### src/rtl/tec_pkg.sv
package tec_pkg;

  localparam int FRAC_BITS = 15;
  localparam int ONE       = 1 << FRAC_BITS;
  localparam int HALF      = ONE >> 1;
  localparam int FW        = 16;

  typedef enum logic [0:0] {
    REG_MID_THROTTLE = 1'b0,
    REG_EXPO_AMOUNT  = 1'b1
  } tec_reg_t;

  typedef struct packed {
    logic                 lo;
    logic signed [16:0]   t;
    logic signed [16:0]   t3;
    logic        [FW-1:0] m;
    logic        [FW-1:0] a;
    logic        [FW-1:0] a2;
  } tec_mid_t;

endpackage

### src/rtl/throttle_expo_curve.sv
// Channel  Dir  Handshake           Payload
// s_       in   s_tvalid/s_tready   s_tdata[15:0] stick_in
// m_       out  m_tvalid/m_tready   m_tdata[15:0] throttle_out
// cfg_     in   cfg_we              cfg_addr register index, cfg_data value
//
// One beat per cycle sustained while m_tready stays high; each accepted input passes
// through the six register stages of the curve datapath (four multiplier rows).
// Reset clears all stage valid bits and loads mid_throttle 16384, expo_amount 0.
// Each stage advances when empty or when the next one advances, so a stall on
// m_tready fills bubbles before holding s_tready low.
module throttle_expo_curve
  import tec_pkg::*;
(
  input  logic          clk,
  input  logic          rst,
  input  logic          s_tvalid,
  output logic          s_tready,
  input  logic [15:0]   s_tdata,   // [15:0] stick_in
  output logic          m_tvalid,
  input  logic          m_tready,
  output logic [15:0]   m_tdata,   // [15:0] throttle_out
  input  logic          cfg_we,
  input  logic [0:0]    cfg_addr,
  input  logic [15:0]   cfg_data
);

  logic [FW-1:0] mid_c;
  logic [FW-1:0] expo_c;
  logic          mid_valid;
  logic          mid_ready;
  tec_mid_t      mid_data;

  tec_cfg u_cfg (
    .clk      (clk),
    .rst      (rst),
    .cfg_we   (cfg_we),
    .cfg_addr (cfg_addr),
    .cfg_data (cfg_data),
    .mid_c    (mid_c),
    .expo_c   (expo_c)
  );

  tec_prep u_prep (
    .clk       (clk),
    .rst       (rst),
    .in_valid  (s_tvalid),
    .in_ready  (s_tready),
    .in_x      (s_tdata),
    .mid_c     (mid_c),
    .expo_c    (expo_c),
    .out_valid (mid_valid),
    .out_ready (mid_ready),
    .out_data  (mid_data)
  );

  tec_mix u_mix (
    .clk       (clk),
    .rst       (rst),
    .in_valid  (mid_valid),
    .in_ready  (mid_ready),
    .in_data   (mid_data),
    .out_valid (m_tvalid),
    .out_ready (m_tready),
    .out_res   (m_tdata)
  );

endmodule

### src/rtl/tec_cfg.sv
module tec_cfg
  import tec_pkg::*;
(
  input  logic          clk,
  input  logic          rst,
  input  logic          cfg_we,
  input  logic [0:0]    cfg_addr,
  input  logic [FW-1:0] cfg_data,
  output logic [FW-1:0] mid_c,
  output logic [FW-1:0] expo_c
);

  logic [FW-1:0] mid_reg;
  logic [FW-1:0] expo_reg;

  always_ff @(posedge clk) begin
    if (rst) begin
      mid_reg  <= FW'(HALF);
      expo_reg <= '0;
    end else if (cfg_we) begin
      unique case (tec_reg_t'(cfg_addr))
        REG_MID_THROTTLE: mid_reg  <= cfg_data;
        REG_EXPO_AMOUNT:  expo_reg <= cfg_data;
      endcase
    end
  end

  assign mid_c  = (mid_reg  > FW'(ONE)) ? FW'(ONE) : mid_reg;
  assign expo_c = (expo_reg > FW'(ONE)) ? FW'(ONE) : expo_reg;

endmodule

### src/rtl/tec_prep.sv
module tec_prep
  import tec_pkg::*;
(
  input  logic          clk,
  input  logic          rst,
  input  logic          in_valid,
  output logic          in_ready,
  input  logic [FW-1:0] in_x,
  input  logic [FW-1:0] mid_c,
  input  logic [FW-1:0] expo_c,
  output logic          out_valid,
  input  logic          out_ready,
  output tec_mid_t      out_data
);

  localparam logic signed [17:0] ONE18 = 18'(ONE);

  logic en1, en2, en3;

  logic                 p1_v;
  logic                 p1_lo;
  logic signed [16:0]   p1_t;
  logic        [FW-1:0] p1_m;
  logic        [FW-1:0] p1_a;

  logic                 p2_v;
  logic                 p2_lo;
  logic signed [16:0]   p2_t;
  logic        [FW-1:0] p2_m;
  logic        [FW-1:0] p2_a;
  logic        [FW-1:0] p2_tt;
  logic signed [33:0]   p2_pa;

  logic                 p3_v;
  tec_mid_t             p3;

  logic signed [17:0]   t_raw;
  logic signed [16:0]   t_next;
  logic signed [33:0]   sq;
  logic signed [16:0]   oma;
  logic signed [16:0]   hm;
  logic signed [33:0]   cube;
  logic signed [35:0]   pa_x;
  logic signed [35:0]   p5;
  logic signed [20:0]   a2_sum;
  logic        [FW-1:0] a2_next;

  assign en3      = !p3_v || out_ready;
  assign en2      = !p2_v || en3;
  assign en1      = !p1_v || en2;
  assign in_ready = en1;

  always_comb begin
    t_raw = $signed({1'b0, in_x, 1'b0}) - ONE18;
    if (t_raw > ONE18) begin
      t_next = 17'(ONE);
    end else begin
      t_next = t_raw[16:0];
    end
  end

  assign sq  = p1_t * p1_t;
  assign oma = $signed(17'(ONE)) - $signed({1'b0, p1_a});
  assign hm  = $signed(17'(HALF)) - $signed({1'b0, p1_m});

  always_comb begin
    cube   = $signed({1'b0, p2_tt}) * p2_t;
    pa_x   = 36'(p2_pa);
    p5     = (pa_x <<< 2) + pa_x;
    a2_sum = $signed({5'b0, p2_a}) + 21'($signed(p5[35:16]));
    if (a2_sum < 0) begin
      a2_next = '0;
    end else if (a2_sum > 21'(ONE)) begin
      a2_next = FW'(ONE);
    end else begin
      a2_next = a2_sum[FW-1:0];
    end
  end

  always_ff @(posedge clk) begin
    if (rst) begin
      p1_v <= 1'b0;
      p2_v <= 1'b0;
      p3_v <= 1'b0;
    end else begin
      if (en1) p1_v <= in_valid;
      if (en2) p2_v <= p1_v;
      if (en3) p3_v <= p2_v;
    end
  end

  always_ff @(posedge clk) begin
    if (en1) begin
      p1_lo <= (in_x < FW'(HALF));
      p1_t  <= t_next;
      p1_m  <= mid_c;
      p1_a  <= expo_c;
    end
    if (en2) begin
      p2_lo <= p1_lo;
      p2_t  <= p1_t;
      p2_m  <= p1_m;
      p2_a  <= p1_a;
      p2_tt <= sq[30:15];
      p2_pa <= oma * hm;
    end
    if (en3) begin
      p3.lo <= p2_lo;
      p3.t  <= p2_t;
      p3.t3 <= cube[31:15];
      p3.m  <= p2_m;
      p3.a  <= p2_a;
      p3.a2 <= a2_next;
    end
  end

  assign out_valid = p3_v;
  assign out_data  = p3;

endmodule

### src/rtl/tec_mix.sv
module tec_mix
  import tec_pkg::*;
(
  input  logic          clk,
  input  logic          rst,
  input  logic          in_valid,
  output logic          in_ready,
  input  tec_mid_t      in_data,
  output logic          out_valid,
  input  logic          out_ready,
  output logic [FW-1:0] out_res
);

  logic en4, en5, en6;

  logic                 p4_v;
  logic                 p4_lo;
  logic        [FW-1:0] p4_m;
  logic signed [16:0]   p4_lin;
  logic signed [16:0]   p4_cub;

  logic                 p5_v;
  logic                 p5_lo;
  logic        [FW-1:0] p5_m;
  logic        [FW-1:0] p5_om;
  logic        [FW-1:0] p5_ev;

  logic                 p6_v;
  logic        [FW-1:0] p6_res;

  logic        [FW-1:0] ae;
  logic signed [16:0]   oma;
  logic signed [33:0]   lin_p;
  logic signed [33:0]   cub_p;
  logic signed [17:0]   esum;
  logic        [FW-1:0] ev_next;
  logic        [31:0]   pr;
  logic        [16:0]   res_raw;
  logic        [FW-1:0] res_next;

  assign en6      = !p6_v || out_ready;
  assign en5      = !p5_v || en6;
  assign en4      = !p4_v || en5;
  assign in_ready = en4;

  always_comb begin
    ae    = in_data.lo ? in_data.a : in_data.a2;
    oma   = $signed({1'b0, FW'(ONE) - ae});
    lin_p = oma * in_data.t;
    cub_p = $signed({1'b0, ae}) * in_data.t3;
  end

  always_comb begin
    esum = 18'(p4_lin) + 18'(p4_cub);
    if (p4_lo) begin
      if (esum > 0) begin
        ev_next = FW'(ONE);
      end else if (esum < -18'(ONE)) begin
        ev_next = '0;
      end else begin
        ev_next = FW'(esum + 18'(ONE));
      end
    end else begin
      if (esum < 0) begin
        ev_next = '0;
      end else if (esum > 18'(ONE)) begin
        ev_next = FW'(ONE);
      end else begin
        ev_next = esum[FW-1:0];
      end
    end
  end

  always_comb begin
    pr      = p5_om * p5_ev;
    res_raw = p5_lo ? {1'b0, pr[30:15]} : ({1'b0, p5_m} + {1'b0, pr[30:15]});
    if (res_raw > 17'(ONE)) begin
      res_next = FW'(ONE);
    end else begin
      res_next = res_raw[FW-1:0];
    end
  end

  always_ff @(posedge clk) begin
    if (rst) begin
      p4_v <= 1'b0;
      p5_v <= 1'b0;
      p6_v <= 1'b0;
    end else begin
      if (en4) p4_v <= in_valid;
      if (en5) p5_v <= p4_v;
      if (en6) p6_v <= p5_v;
    end
  end

  always_ff @(posedge clk) begin
    if (en4) begin
      p4_lo  <= in_data.lo;
      p4_m   <= in_data.m;
      p4_lin <= lin_p[31:15];
      p4_cub <= cub_p[31:15];
    end
    if (en5) begin
      p5_lo <= p4_lo;
      p5_m  <= p4_m;
      p5_om <= p4_lo ? p4_m : (FW'(ONE) - p4_m);
      p5_ev <= ev_next;
    end
    if (en6) begin
      p6_res <= res_next;
    end
  end

  assign out_valid = p6_v;
  assign out_res   = p6_res;

  a_res_range: assert property (@(posedge clk) disable iff (rst)
    p6_v |-> (p6_res <= FW'(ONE)))
    else $error("result above full scale");

  a_ev_range: assert property (@(posedge clk) disable iff (rst)
    p5_v |-> (p5_ev <= FW'(ONE)))
    else $error("shaped curve value above full scale");

  a_p4_hold: assert property (@(posedge clk) disable iff (rst)
    (p4_v && !en5) |=> (p4_v && $stable(p4_lin) && $stable(p4_cub)))
    else $error("stage four lost its beat under stall");

endmodule
### config.mk
export PLATFORM = sky130hd
export DESIGN_NAME = throttle_expo_curve
export DESIGN_NICKNAME = d
export VERILOG_FILES = /design/src/rtl/tec_pkg.sv /design/src/rtl/throttle_expo_curve.sv /design/src/rtl/tec_cfg.sv /design/src/rtl/tec_prep.sv /design/src/rtl/tec_mix.sv
export SDC_FILE = /design/constraint.sdc
export NUM_CORES = 2
export LEC_CHECK = 0
export ABC_AREA = 0
export BUFFER_PORTS_ARGS = -buffer_cell sky130_fd_sc_hd__buf_2
export CAP_MARGIN = 10
export CORE_ASPECT_RATIO = 1.5
export CORE_MARGIN = 2
export CORE_UTILIZATION = 25
export CTS_CLUSTER_SIZE = 28
export DETAILED_ROUTE_END_ITERATION = 8
export SLEW_MARGIN = 5
export SYNTH_ARGS = -nofsm -noshare
export SYNTH_HDL_FRONTEND = slang
export SYNTH_SLANG_ARGS = --single-unit
### constraint.sdc
create_clock -name clk -period 11.4 [get_ports clk]
set_clock_uncertainty 0.2 [all_clocks]
set_input_delay 2.28 -clock clk [delete_from_list [all_inputs] [get_ports clk]]
set_output_delay 2.28 -clock clk [all_outputs]
set_load 0.1 [all_outputs]
==> results.md <==
* Tcrit/Tclk final at 80.6%
* Outcome: complete, no violations
* Final GP Congestion at 0.914
* GR Layer Usage met3 at 0.914%
* Fillers at 28500
* H-tree Lvls at 2
* Detail Route Antenna Nets at 0
* Final hold vios at 0
* TritonCTS clock tree: built
* Met1 Resource Use GR at 13.3%
* FMAX at around 110 MHz
* Boundary Pins at 56
* Worst Max-Slew Pin Slew at 1150 ps
* Worst setup EP type: flip-flop
* Req. time, crit path at 11540 ps
* Post-Route WL at 173 mm
* Top post-synthesis cells by area: fa_1, edfxtp_1, ha_1
* Clk sinks at 383
* Root buffer cell: clkbuf_16
* Initial DRT Pass Iterations at 6
* Number of I/O port buffers at 55
* Top-area cell type share of the netlist area at between 30% and 40%
* Slowest cell on crit path: xor2_1
* Rel. slew slack at between 20% and 30%
* Final max-slew violation count at 0
* Min Tclk post-route at 9190 ps
* Die width at 431 um
* Area Growth Syn to Fin at 8.64%
* Hold path cells at 0
* CP Max Fanout at 12
* Die Height at roughly 640 um
* RSZ-0062 raised after global routing: false
* Worst EP arrival at 9330 ps
* Drt initial violations at around 2100
* Fin nets at 8986
* Synth unique cells at 92
* Post-Syn Area at 0.0684 mm2
* Num CTS Buffers at 44
* CP dominant cell by count: fa_1
* First-pass GRT wire length at around 280 mm
* Hold Path End: u_prep.out_data[40]
* Asr flop ratio synth at 0%
* Num rows at roughly 240
* Flop-to-flop setup slack at 2210 ps
* Largest register FFs at 82
* WL/cell at 16.4 um
* Post-cts sizing count at 0
* Gr usage total at roughly an eighth
* GRT overflow at 0
* Final setup TNS at 0 ps
* Vias at 47000
* Initial core utilization at 25.1%
* Cell taking the most area after synthesis: fa_1
* DRC errors left at 0
* Syn Inst Count at 7028
* Synth Register Bits at 383
* Worst Min Path Start: u_prep.p2_m[8]
* Core Region at 0.273 mm2
* Sequential area share after synthesis at 16.3%
* Met2 global-route usage at approximately a quarter
* Reg2reg end: u_prep.p2_pa[32]
* Largest net degree at the start of global routing at 83
* CTS Buffer Depth at 3
* Syn_nets at 9051
* Max incr delay on CP at between 700 and 800 ps
* Yosys warning count at 0
* Number of flops mapped to enable cells by yosys at between 300 and 400
* Hpwl dp at 142 mm
* MaxCap Viol Count at 0
* Vias per cell at 4.45
* Antenna violations before repair at 8
* Crit Path Class: flip-flop to flip-flop
* Ys flop type: edfxtp_1
* Layout cell share with drive strength beyond 1 at under 10%
* Global routing's busiest layer: met2
* Post-CTS Setup Inserts at 0
* HP Class: flip-flop to flip-flop
* Avg Synthesized Cell Area at 9.73 um2
* RR Startpoint: u_prep.p1_a[0]
* # setup viols final at 0
* Clock Pin Slew Worst Setup and Hold Paths at around 70 ps
* Hold Buf Count CTS at 0
* Skew-Pair Late Insertion Delay at approximately 660 ps
* R2R depth at 29
* Vias in the first global route at 52900
* Die Area at 0.278 mm2
* Crit path launch type: flip-flop
cells in the final DEF (no fill, tap or decap), types with 8 or more instances in the layout:
cell type	count
edfxtp_1	345
fa_1	1303
o21bai_1	8
a211oi_1	12
o21ai_0	53
nor2_1	287
nor4_1	21
mux2i_1	11
nand3_1	37
nand2b_1	43
dfxtp_1	38
and3_1	22
xnor2_1	177
xor2_1	78
buf_4	45
o21a_1	31
a21oi_1	154
nor2b_1	66
a31oi_1	24
inv_1	1558
nor3_1	58
or2_2	21
o211ai_1	10
mux2_2	17
a21o_1	68
o21ai_1	9
and2_1	541
clkbuf_16	44
or3_1	17
nand4_1	25
buf_2	55
nand2_1	944
o31ai_1	10
ha_1	682
routing by layer:
metal | wire length [um] | vias up
met2 | 94800 | 1113
met1 | 62500 | 24100
li1 | - | 21300
met5 | 0 | -
met4 | 10400 | 0
met3 | 5750 | 455
cell usage after synthesis (6+ instances only):
library cell and count:
a211o_1 7, a211oi_1 12, a21o_1 68, a21oi_1 154, a221oi_1 6, a311oi_1 6
a31oi_1 24, a41oi_1 6, and2_1 541, and3_1 22, and4_1 6, buf_1 8
clkbuf_1 196, dfxtp_1 38, edfxtp_1 345, fa_1 1303, ha_1 682, inv_1 1559
mux2_2 17, mux2i_1 11, nand2_1 946, nand2b_1 43, nand3_1 38, nand4_1 25
nor2_1 287, nor2b_1 66, nor3_1 58, nor4_1 21, o211ai_1 10, o21a_1 31
o21ai_0 53, o21ai_1 9, o21bai_1 8, o31ai_1 10, or2_2 21, or3_1 17
or4_1 6, xnor2_1 181, xor2_1 80
worst max-delay path by stage:
stage	from	endpoint
2_1_floorplan	u_mix.p5_om[7]	u_mix.out_res[10]
3_3_place_gp	u_prep.out_data[82]	u_mix.p4_lin[16]
3_5_place_dp	u_prep.out_data[82]	u_mix.p4_lin[16]
4_1_cts	u_prep.out_data[82]	u_mix.p4_lin[16]
5_1_grt	u_prep.p1_a[0]	u_prep.p2_pa[32]
6_report	u_prep.p1_a[0]	u_prep.p2_pa[32]
per-stage QoR:
stage	setup slack (ps)	hold slack, ps	utilization (%)	instance area, um2	instances
2_1_floorplan	3360	200	-	68400	7028
3_3_place_gp	2450	204	26.7	72700	10500
3_5_place_dp	2150	205	26.7	72700	10500
4_1_cts	2210	220	27.2	74300	10600
5_1_grt	1680	222	27.3	74300	10600
6_report	2210	220	27.3	74300	10600
worst max-delay path, delay by kind of cell, from the launching register on:
kind            cells  cell delay, ps
fa+ha+maj           8            3590
compound gates      8            1970
xor+xnor            2             860
simple gates        5            1200
flops               1             560
buf+inv             6             520
cell type report:
type,count,area (um2),area share [%]
diodes,2,5.00,0.00674
clock inverters,32,449,0.605
clock buffers,49,1120,1.51
multi-input cells,4871,50600,68.2
flip-flops and latches,383,11100,15.0
repair buffers,101,633,0.852
well taps,3555,4450,5.99
inverters,1562,5860,7.89
kinds of logic (layout without fill, tap and decap cells):
logic type,count (synthesis),after routing,share of synthesized area [%]
AND/OR/NAND/NOR,2128,2128,15.0
adder cells (fa/ha/maj),1986,1986,50.7
buffers and inverters,1774,1744,9.77
AO/OA/AOI/OAI,466,466,4.54
flip-flops,383,383,16.3
XOR/XNOR,261,261,3.34
multiplexers,30,30,0.483
other,0,2,0
Power is left out: the tool's default activity adds up to more than one toggle a clock period on the data nets, which glitch-free logic cannot reach.
